## config.mk

```make
export PLATFORM = sky130hd
export DESIGN_NAME = hssl_queue
export DESIGN_NICKNAME = d
export VERILOG_FILES = /design/src/hw/rtl/hssl_queue.sv
export SDC_FILE = /design/constraint.sdc
export NUM_CORES = 1
export LEC_CHECK = 0
export BUFFER_PORTS_ARGS = -buffer_cell sky130_fd_sc_hd__buf_2
export CORE_MARGIN = 2
export CORE_UTILIZATION = 30
export CTS_BUF_LIST = sky130_fd_sc_hd__clkbuf_4
export DETAILED_ROUTE_END_ITERATION = 10
export GPL_TIMING_DRIVEN = 0
export SYNTH_ARGS = -nofsm -noshare
export SYNTH_HDL_FRONTEND = slang
export SYNTH_SLANG_ARGS = --single-unit
```

## constraint.sdc

```tcl
create_clock -name clk -period 3.4 [get_ports clk]
set_clock_uncertainty 0.15 [all_clocks]
set_input_delay 1.02 -clock clk [delete_from_list [all_inputs] [get_ports clk]]
set_output_delay 1.02 -clock clk [all_outputs]
set_load 0.005 [all_outputs]
```

## src/hw/rtl/hssl_queue.sv

```systemverilog
// Small FIFO between the front end and the arithmetic back end.
`timescale 1ns / 1ps
module hssl_queue #(
  parameter int WIDTH = 64,
  parameter int DEPTH = 4
) (
  input  logic             clk,
  input  logic             rst,
  input  logic             wr_valid,
  output logic             wr_ready,
  input  logic [WIDTH-1:0] wr_data,
  output logic             rd_valid,
  input  logic             rd_ready,
  output logic [WIDTH-1:0] rd_data
);
  localparam int PTR_W = $clog2(DEPTH);
  localparam int CNT_W = $clog2(DEPTH + 1);

  logic [WIDTH-1:0] mem [0:DEPTH-1];
  logic [PTR_W-1:0] wr_ptr, rd_ptr;
  logic [CNT_W-1:0] count;
  logic             push, pop;

  assign wr_ready = count != CNT_W'(DEPTH);
  assign rd_valid = count != '0;
  assign push     = wr_valid && wr_ready;
  assign pop      = rd_valid && rd_ready;
  assign rd_data  = mem[rd_ptr];

  always_ff @(posedge clk) begin
    if (push) begin
      mem[wr_ptr] <= wr_data;
    end
  end

  always_ff @(posedge clk) begin
    if (rst) begin
      wr_ptr <= '0;
      rd_ptr <= '0;
      count  <= '0;
    end else begin
      if (push) begin
        wr_ptr <= wr_ptr + PTR_W'(1);
      end
      if (pop) begin
        rd_ptr <= rd_ptr + PTR_W'(1);
      end
      if (push && !pop) begin
        count <= count + CNT_W'(1);
      end else if (pop && !push) begin
        count <= count - CNT_W'(1);
      end
    end
  end

endmodule

```

# Word-level counts from Yosys, hierarchy flattened
# Memories as Yosys holds them, arrays and structs flattened. A register that Yosys moved wholly into a read port is not among the register bits.
# Cells that the tools add are included.
# op_classes
mux,6
reduce_logical,8
eq_ne,1
addsub,4
# op_table
op,count
3-bit 2-to-1 mux,2
2-bit by 1-bit adder with 2-bit output (second input constant),2
1-bit logical AND,4
2-bit 2-to-1 mux,2
3-bit by 1-bit adder with 3-bit output (second input constant),1
3-bit != test (second input constant),1
3-bit nonzero test,1
3-bit by 1-bit subtractor with 3-bit output (second input constant),1
1-bit logical NOT,2
1-bit 2-to-1 mux,2
2-bit nonzero test,1
# word_totals
mem_count,1
word_cells,23
out_inout_bits,66
regBits,7
in_bits,68
ram_bits,256
# mem_list
name,words,width,rd,rd_clocked_by_memory_dff,wr,line,rtl
mem,4,64,1,1,1,19,logic [WIDTH-1:0] mem [0:DEPTH-1];

# Longest topological paths before layout
# logic_depth
depth_word,6
depth_mapped,8
mapped_depth_nobuf,8

# Worst setup path after synthesis
# OpenSTA, ideal clock, no wires.
# synth_path
path_type,input-to-reg
startpoint,input wr_valid
endpoint,"memory mem[2][0], enable pin"
cell_stages,2
setup_time_ps,429
slack_ps,-12
path_buffers,0
t_required_ps,2821
t_arrival_ps,2833
cell_sequence,a21boi_2 and2_1
# synth_via
elab_chain_cells,3
# synth_rtl
element,line,rtl
start: declaration,9,"input logic wr_valid,"
1-bit logical AND,26,assign push = wr_valid && wr_ready;
1-bit 2-to-1 mux,31,if (push) begin
1-bit 2-to-1 mux (not written as such),32,mem[wr_ptr] <= wr_data;
end: declaration,19,
# No other way between the ends.

==> reports/qor.csv <==
stage,metric,value,unit
run_status,status,completed,
pwr,leakagePower,4.027,nW
sta,setup_viol,0,
synthesis,syn_inst,382,
setup_path,path_buf_inv,3,
setup_path,crit_chain,buf_8 > buf_12 > mux4_2 > buf_2,
pwr,p_clk_share,29.2,%
synthesis,synth_seq_cells,265,
clock_tree,clockRootBuffer,clkbuf_4,
sta,maxSlewViolCount,0,
detailed_routing,wl_per_cell,17.40,um
setup_path,start_kind,flop,
layout,drive_above_1_share,49.60,%
sta,rsz0062_at_grt,false,
setup_path,path_depth,4,
detailed_routing,vias_per_cell,4.332,
floorplanning,initial_core_util,30.28,%
global_routing,antenna_found_initial,2,
pwr,p_switching,0.002208,W
placement,dp_slack,0.4390,ns
floorplanning,rows,66,
global_routing,grt_util_all_layers,11.24,%
sta,max_freq,0.3087,GHz
sta,fin_crit_sh,95.27,%
detailed_routing,drtAntennaViolNets,0,
floorplanning,io_pins,134,
detailed_routing,drc,0,
setup_path,max_stage_delay,0.53,ns
synthesis,syn_area_per_cell,25.59,um^2
pwr,vdd_ir_drop_max,422.4,uV
layout,fin_nets,663,
clock_tree,clk_pin_slew,0.06,ns
setup_path,cp.required,2.23,ns
detailed_routing,drt_iter0_drc,208,
layout,final_cell_mix,"edfxtp_1 (256), buf_2 (136), clkbuf_4 (93), mux4_2 (60), clkinv_1 (14)",
pwr,combPwrFrac,23.4,%
placement,dp_hpwl,11770,um
layout,final_common_cell,edfxtp_1,
setup_path,crit_family,buffers and inverters,
sta,setup_ws,0.1607,ns
clock_tree,cts_tree,built,
layout,final_util,36.79,%
synthesis,ys_seq_area_share,80.48,%
min_path,whs_path_depth,2,
setup_path,critPathKind,flop to output pin,
floorplanning,core-area,0.03229,mm^2
flow_run,max_cap_violations,0,
clock_tree,clock_path_buffers,3,
synthesis,ys_types,25,
setup_path,cp-end-kind,output pin,
pwr,seqPwrFrac,47.4,%
detailed_routing,finalWirelength,18650,um
setup_path,crit_fanout,10,
pwr,power.density,720.6,mW/mm^2
detailed_routing,first_pass_iters,7,
synthesis,yosys.area.top_type,edfxtp_1,
synthesis,synth_area_leaders,"edfxtp_1 (79%), mux4_2 (14%), dfxtp_1 (1.8%)",
sta,slew_headroom,64.61,%
floorplanning,die_h,184.5,um
clock_tree,numCtsBuffers,69,
synthesis,synthesis.nets,456,
pwr,power.total,0.008561,W
layout,area_growth,21.53,%
min_path,hp-class,flop to flop,
detailed_routing,num_vias,4644,
global_routing,grt_max_degree,36,
sta,fin_hold_ws,0.3880,ns
sta,period_needed,3.239,ns
global_routing,grt_pass1_wl,28280,um
sta,worst_pin_slew,0.5309,ns
setup_path,reg2regPathDepth,8,
floorplanning,dieWidth,184.5,um
pwr,power.internal,0.006353,W
setup_path,critPathSlowestCell,mux4_2,
global_routing,first_global_vias,5191,
global_routing,overflow,0,
sta,final_hold_viol_count,0,
placement,routabilityCongestion,0.7013,
clock_tree,cts_setup_buffers,0,
placement,port-buffer-count,132,
clock_tree,htreeDepth,3,
pwr,swShare,25.79,%
placement,placed_cells,960,
layout,instances_no_fill,1072,
floorplanning,die-area,0.03405,mm^2
synthesis,netlist_area,0.009776,mm^2
clock_tree,cts.sinks,265,
setup_path,arrival,2.07,ns
clock_tree,clkLatencyLatePin,0.63,ns
synthesis,yosysWarnings,0,
synthesis,synth_top_area_share,78.64,%
layout,fill_cells,3009,
==> flip-flops by register name, summed over array words and instances (netlist names), named ones only <==
signal,count
count,3
mem,256
wr_ptr,2
rd_ptr,2
==> cell type report <==
class | instances | area (um^2) | area share [%]
well taps | 442 | 553.0 | 4.655
inverters | 3 | 11.26 | 0.09479
flip-flops and latches | 265 | 7868 | 66.22
plain buffers | 15 | 181.4 | 1.527
diodes | 3 | 7.507 | 0.06319
clock buffers | 92 | 690.7 | 5.814
clock inverters | 17 | 91.34 | 0.7688
multi-input cells | 99 | 1737 | 14.62
repair buffers | 136 | 740.7 | 6.235
==> layer usage <==
layer	up-vias	part of all wire [%]	global-route usage, %
li1	2087	-	-
met1	2398	39	12.35
met2	142	53	19.20
met3	17	6.2	4.228
met4	0	1.3	5.376
met5	-	0	0
==> worst paths after layout <==
path | from | to | slack, ns
worst min-delay path | rd_ptr[0] | rd_ptr[0] | 0.39
worst max register to register | count[0] | count[2] | 0.99
worst min register to register | rd_ptr[0] | rd_ptr[0] | 0.39
worst max-delay path | flop | rd_data[22] | 0.16
==> cells by family (layout without fill, tap and decap cells) <==
logic type,Yosys count,after routing,synth area share (%)
buffers and inverters,18,263,1.856
other,0,3,0
adder cells (fa/ha/maj),6,6,0.8448
AO/OA/AOI/OAI,5,5,0.3839
AND/OR/NAND/NOR,17,17,0.8574
XOR/XNOR,4,4,0.3583
multiplexers,67,67,15.22
flip-flops,265,265,80.48
==> per-stage QoR <==
stage	TNS [ns]	cell area, um^2
after detailed placement	0	11080
final	0	11880
after CTS	0	11870
after global placement	-11.80	10990
after global routing	0	11880
after floorplan	0	9781
==> power groups by stage <==
stage               clock network, W  registers (W)  logic, W
floorplan                          0        0.00410   0.00128
global placement                   0        0.00412   0.00198
detailed placement                 0        0.00413   0.00206
CTS                          0.00262        0.00406   0.00207
global route                 0.00281        0.00408   0.00219
finish                       0.00250        0.00406   0.00201
==> synth_stat cells <==
master	n
fa_1	1
mux2i_1	2
mux4_1	4
inv_1	3
o21ai_0	1
nand2_1	1
o311ai_0	1
clkbuf_2	1
and2_1	4
a21boi_2	1
mux4_2	60
edfxtp_1	256
buf_12	6
clkbuf_1	1
buf_6	1
nand2b_1	2
dfxtp_1	9
nor2_1	8
or3_1	2
buf_2	6
ha_1	5
o31ai_1	1
xor2_1	4
a21oi_1	1
mux2_2	1
==> worst reg2reg max path: stages (launching register included) <==
cell	delay [ns]
dfxtp_1	0.45
nor2_1	0.11
a21boi_2	0.32
ha_1	0.26
inv_1	0.07
fa_1	0.37
xor2_1	0.17
or3_1	0.31
a21oi_1	0.14
==> what timing repair did <==
action / CTS / global route
setup endpoints to repair: 60 / 1
hold buffers: 0 / 0
gates resized for setup: 3 / 1
No activity file was read; power rests on OpenSTA's default activity.
