## config.mk

```make
export PLATFORM = sky130hd
export DESIGN_NAME = hssl_front
export DESIGN_NICKNAME = d
export VERILOG_FILES = /design/src/hw/rtl/hssl_pkg.sv /design/src/hw/rtl/hssl_front.sv
export SDC_FILE = /design/constraint.sdc
export NUM_CORES = 1
export LEC_CHECK = 0
export ABC_AREA = 1
export BUFFER_PORTS_ARGS = -buffer_cell sky130_fd_sc_hd__buf_4
export CAP_MARGIN = 20
export CORE_AREA = 2 2 142 144
export DETAILED_ROUTE_END_ITERATION = 8
export DIE_AREA = 0 0 144 146
export PLACE_DENSITY = 0.84
export SLEW_MARGIN = 10
export SYNTH_ARGS = -nofsm -noshare
export SYNTH_HDL_FRONTEND = slang
export SYNTH_SLANG_ARGS = --single-unit
export TNS_END_PERCENT = 1
```

## constraint.sdc

```tcl
create_clock -name vclk -period 5.5
set_input_delay 0.275 -clock vclk [all_inputs]
set_output_delay 0.275 -clock vclk [all_outputs]
set_load 0.02 [all_outputs]
```

## src/hw/rtl/hssl_pkg.sv

```systemverilog
// Shared types and constants for the history sample select / lerp block.
`timescale 1ns / 1ps
package hssl_pkg;

  localparam int TICK_W      = 32;
  localparam int COMP_W      = 3;
  localparam int FRAC_W      = 18;  // signed Q2.16
  localparam int DIV_STEPS   = FRAC_W;
  localparam int NUM_W       = 49;  // |diff| << 16 plus half the span
  localparam int REM_W       = 50;
  localparam int IN_TUSER_W  = 6;
  localparam int OUT_TUSER_W = 7;

  localparam logic [FRAC_W-1:0] FRAC_MAX_C = 18'h1FFFF;
  localparam logic [FRAC_W-1:0] FRAC_MIN_C = 18'h20000;

  typedef enum logic [2:0] {
    SEL_NONE   = 3'd0,
    SEL_EXACT  = 3'd1,
    SEL_CLAMP  = 3'd2,
    SEL_INTERP = 3'd3,
    SEL_OLDER  = 3'd4
  } sel_t;

  // per-request control that rides along with the arithmetic
  typedef struct packed {
    logic [COMP_W-1:0] component;
    sel_t              sel;
    logic              last;
    logic              neg;        // target tick is before tick A
    logic              zero_frac;  // tick B not after tick A
  } ctrl_t;

endpackage

```

## src/hw/rtl/hssl_front.sv

```systemverilog
// Front end: unpacks a request and picks the selection case.
`timescale 1ns / 1ps
module hssl_front #(
  parameter int VALUE_WIDTH = 32,
  parameter int TDATA_W     = 224
) (
  input  logic [TDATA_W-1:0]            s_tdata,
  input  logic [hssl_pkg::IN_TUSER_W-1:0] s_tuser,
  input  logic                          s_tlast,
  output hssl_pkg::ctrl_t               ctrl,
  output logic [hssl_pkg::TICK_W-1:0]   absdiff,
  output logic [hssl_pkg::TICK_W-1:0]   den,
  output logic [VALUE_WIDTH-1:0]        val_a,
  output logic [VALUE_WIDTH-1:0]        val_b
);
  import hssl_pkg::*;

  logic [TICK_W-1:0]      target, tick_a, tick_b, gen_a, gen_b;
  logic [VALUE_WIDTH-1:0] value_a, value_b;
  logic                   exact_hit, have_older, have_newer;

  assign target     = s_tdata[TICK_W-1:0];
  assign tick_a     = s_tdata[2*TICK_W-1:TICK_W];
  assign tick_b     = s_tdata[3*TICK_W-1:2*TICK_W];
  assign gen_a      = s_tdata[4*TICK_W-1:3*TICK_W];
  assign gen_b      = s_tdata[5*TICK_W-1:4*TICK_W];
  assign value_a    = s_tdata[5*TICK_W+VALUE_WIDTH-1:5*TICK_W];
  assign value_b    = s_tdata[5*TICK_W+2*VALUE_WIDTH-1:5*TICK_W+VALUE_WIDTH];
  assign exact_hit  = s_tuser[3];
  assign have_older = s_tuser[4];
  assign have_newer = s_tuser[5];

  always_comb begin
    ctrl.component = s_tuser[COMP_W-1:0];
    ctrl.last      = s_tlast;
    ctrl.neg       = target < tick_a;
    ctrl.zero_frac = !(tick_b > tick_a);
    absdiff        = ctrl.neg ? (tick_a - target) : (target - tick_a);
    den            = tick_b - tick_a;
    // non-interpolated cases carry A == B so the lerp passes the value through
    if (exact_hit && have_older) begin
      ctrl.sel = SEL_EXACT;
      val_a    = value_a;
      val_b    = value_a;
    end else if (have_older && have_newer) begin
      if (gen_a != gen_b) begin
        ctrl.sel = SEL_CLAMP;
        val_a    = value_b;
        val_b    = value_b;
      end else begin
        ctrl.sel = SEL_INTERP;
        val_a    = value_a;
        val_b    = value_b;
      end
    end else if (have_older) begin
      ctrl.sel = SEL_OLDER;
      val_a    = value_a;
      val_b    = value_a;
    end else begin
      ctrl.sel = SEL_NONE;
      val_a    = '0;
      val_b    = '0;
    end
  end

endmodule

```

-- Word level (Yosys, flattened, before mapping)
Cells that the tools add are included.
Widths: inputs -> output; s select.
- add/sub/neg operators: 3
- order comparisons: 2
- equality and inequality tests: 1
- muxes and demuxes: 11
- reductions and logical operators: 3
- operators by type and width (operator ; count):
    $mux 32 ; 7
    $sub 32x32->32 ; 3
    $gt 32x32->1 ; 1
    $lt 32x32->1 ; 1
    $ne 32x32->1 ; 1
    $mux 3 ; 3
    $logic_and 1x1->1 ; 2
    $logic_not 1->1 ; 1
    $mux 1 ; 1
- bits in registers: 0
- input bits: 231
- output and inout port bits: 137
- logic and storage cells: 20

-- Depth between registers and ports, before layout
- depth in word-level cells: 4
- depth in mapped cells: 17
- mapped depth without buffers: 16

-- Worst setup path before layout
OpenSTA, ideal clock, no wires.
- path kind: input-to-output
- from: input port s_tdata[0]
- to: output port absdiff[16] in the netlist's numbering
- arrival time: 1.973 ns
- data required time: 5.225 ns
- slack: 3.252 ns
- stages: 15
- cells stage by stage: inv_1 -> ha_1 -> fa_1 -> inv_1 -> nand3_1 -> nand3_1 -> nand2_1 -> nand2_1 -> nand2_1 -> nand2_2 -> nand2_2 -> nand3_4 -> buf_6 -> nand2_1 -> nand2_1
- word-level cells in the longest chain between the ends: 2
- elaborated cells on any way between the ends: 4
- classes of those cells: add/sub (2); order compare (1); mux (1)
- ends and longest elaborated chain (item ; RTL line ; RTL):
    start: declaration ; hssl_front.sv:7 ; input logic [TDATA_W-1:0] s_tdata,
    $sub 32x32->32 or $lt 32x32->1 (tied branches) ; hssl_front.sv:38, hssl_front.sv:36 ;
    $mux 32 (*) ; hssl_front.sv:38 ; absdiff = ctrl.neg ? (tick_a - target) : (target - tick_a);
    end: declaration ; hssl_front.sv:11 ; output logic [hssl_pkg::TICK_W-1:0] absdiff,
Mark *: on every way between the ends. The rest lies on a longest branch, timed or not.

-- Final worst setup path
- from: input port s_tdata[0]
- to: output port absdiff[15] in the netlist's numbering
The elaborated chain is that of the path after synthesis.

==> results_dict.tcl <==
set metrics [dict create \
    sw_frac_of_total_pct 61.8 \
    share_comb_of_total_power_pct 100.0 \
    finalHoldViolCount 0 \
    max-vdd-ir-drop_v 0.0000902 \
    final_nets 2421 \
    hpwl_mm 32.5 \
    synth_seq_area_share_pct 0 \
    grt_pass1_wl_mm 56.0 \
    multi_input_area_um2 7030 \
    die_h_um 146 \
    num-fill-cells 2058 \
    fmax_mhz 344 \
    synth_top_area_share_pct 30.3 \
    finalCritPeriodShare_pct 52.9 \
    worst_ep_arrival_time_ns 2.63 \
    num_rows 51 \
    antenna_found_initial 1 \
    wl_per_cell_um 15.7 \
    vias_per_cell 5.10 \
    synth_commonest_cells "nand2_1, inv_1, nand3_1" \
    outcome "completed" \
    avgSynthCellArea_um2 4.91 \
    startpoint "s_tdata[0]" \
    setup_viol 0 \
    hp-class "primary input to output pin" \
    vias 12010 \
    cts_hold_buf 0 \
    p_per_area_nw_per_um2 132 \
    p_int_mw 0.579 \
    critPathMostFrequentCell "nand2_1" \
    ios 368 \
    grt_pass1_vias 11205 \
    yosysWarnings 0 \
    drv_slew 0 \
    syn_to_final_growth_pct 32.5 \
    start_util_pct 44.9 \
    gr-usage-all-layers_pct 33.1 \
    stdcell_area_um2 11500 \
    syn_nets 2100 \
    netlist_instances 1769 \
    drive_gt1_share_pct 19.0 \
    crit_slowest_cell "fa_1" \
    drtPass1Iterations 5 \
    portBuffers 360 \
    netSwitchingPower_mw 0.937 \
    placed_area_um2 11500 \
    grt_max_degree 41 \
    cp_max_fo 33 \
    post_cts_buffers 0 \
    p_leak_nw 7.25 \
    dp.cells 2353 \
    critPathMaxStageDelay_ns 0.42 \
    end_kind "output pin" \
    drc 0 \
    nClkBuffers 0 \
    yosysMostFrequentCell "nand2_1" \
    seq_area_um2 0 \
    yosysTopAreaCell "nand2_1" \
    fin_setup_tns_ns 0 \
    slew_headroom_pct 29.1 \
    synth.area.top_cells "nand2_1, inv_1, ha_1" \
    start_kind "primary input" \
    ant_nets 0 \
    seq_cell_count 0 \
    routabilityCongestion 1.07 \
    sequentialPowerShare_pct 0 \
    cp-endpoint "absdiff[15]" \
    overflow 0 \
    synth.distinct_cells 38 \
    worstSetupPathType "primary input to output pin" \
    pwr-share-clk_pct 0 \
    max_cap_violations 0 \
    chipWidth_um 144 \
    die-area_um2 21000 \
    required_ns 5.22 \
    tightest_slew_ns 1.06 \
    cts.repair.resized 0 \
    core_um2 19300 \
    synth_area_um2 8680 \
    wirelength_mm 36.9 \
    dr.first_iter.drc_count 667 \
    fin_crit_ns 2.91 \
    rsz0062_at_grt "no" \
    path_cells "buf_4 > inv_1 > ha_1 > fa_1 > inv_1 > nand3_1 > nand3_1 > nand2_1 > nand2_1 > nand2_1 > nand2_2 > nand2_2 > nand3_4 > nand2_1 > nand2_1 > buf_4" \
    layoutNonFillerInstCount 2354 \
]
-- metrics by stage --
step / power [mW] / hold slack [ns] / worst slack, ns / util [%]
finish: 1.52 / 0.550 / 2.59 / 59.5
global route: 1.64 / 0.550 / 2.37 / 59.5
CTS: 1.50 / 0.550 / 2.60 / 59.4
detailed placement: 1.49 / 0.550 / 2.61 / 59.4
global placement: 1.48 / 0.550 / 2.67 / 59.4
floorplan: 0.902 / 0.630 / 3.25 / -
-- critical path, delay by kind of cell --
family        cells  cell delay [ns]
buf+inv           4             0.40
fa+ha+maj         2             0.65
simple gates     10             1.27
-- how the worst min path moves through the flow --
stage	depth (start not counted)	from	endpoint
floorplan	1	s_tuser[3]	ctrl[5]
global placement	0	s_tuser[0]	ctrl[6]
detailed placement	0	s_tuser[0]	ctrl[6]
CTS	0	s_tuser[0]	ctrl[6]
global route	0	s_tuser[2]	ctrl[8]
finish	0	s_tlast	ctrl[2]
-- cell type report --
type	count	area share, %
diodes	1	0.0218
inverters	369	12.0
multi-input cells	1353	61.1
well taps	265	2.88
repair buffers	366	23.9
-- cell families (layout without fill, tap and decap cells) --
kind of cell    after synthesis  after routing  synth area share [%]
compound gates              196            196                  12.3
xor+xnor                     78             78                  7.87
fa+ha+maj                   100            100                  14.7
buf+inv                     416            735                  19.0
other cells                   0              1                     0
simple gates                979            979                  46.1
-- cells in the final DEF (no fill, tap or decap), types with 7 or more instances in the layout --
cell,instances
buf_4,366
ha_1,97
inv_2,7
a21oi_1,86
o21ai_0,56
xor2_1,46
nor3_1,13
nand2_2,7
inv_1,360
nor2_1,91
nand2_1,701
nand4_1,11
xnor2_1,32
o22ai_1,31
nand3_1,134
-- metal layers --
metal  track usage (%)  up-vias  wire length, um  share of wire [%]
met3              4.18      102             3150                8.5
met4              15.9        0             2110                5.7
li1                  -     6047                -                  -
met5                 0        -                0                  0
met2              55.6      591            16700                 45
met1              41.5     5270            15000                 41
-- power groups by stage --
stage | clock network [mW] | registers [mW] | logic (mW)
after floorplan | 0 | 0 | 0.902
after global routing | 0.0000000244 | 0 | 1.64
after CTS | 0 | 0 | 1.50
after global placement | 0 | 0 | 1.48
final | 0.0000000244 | 0 | 1.52
after detailed placement | 0 | 0 | 1.49
(Power assumes the default switching activity.)
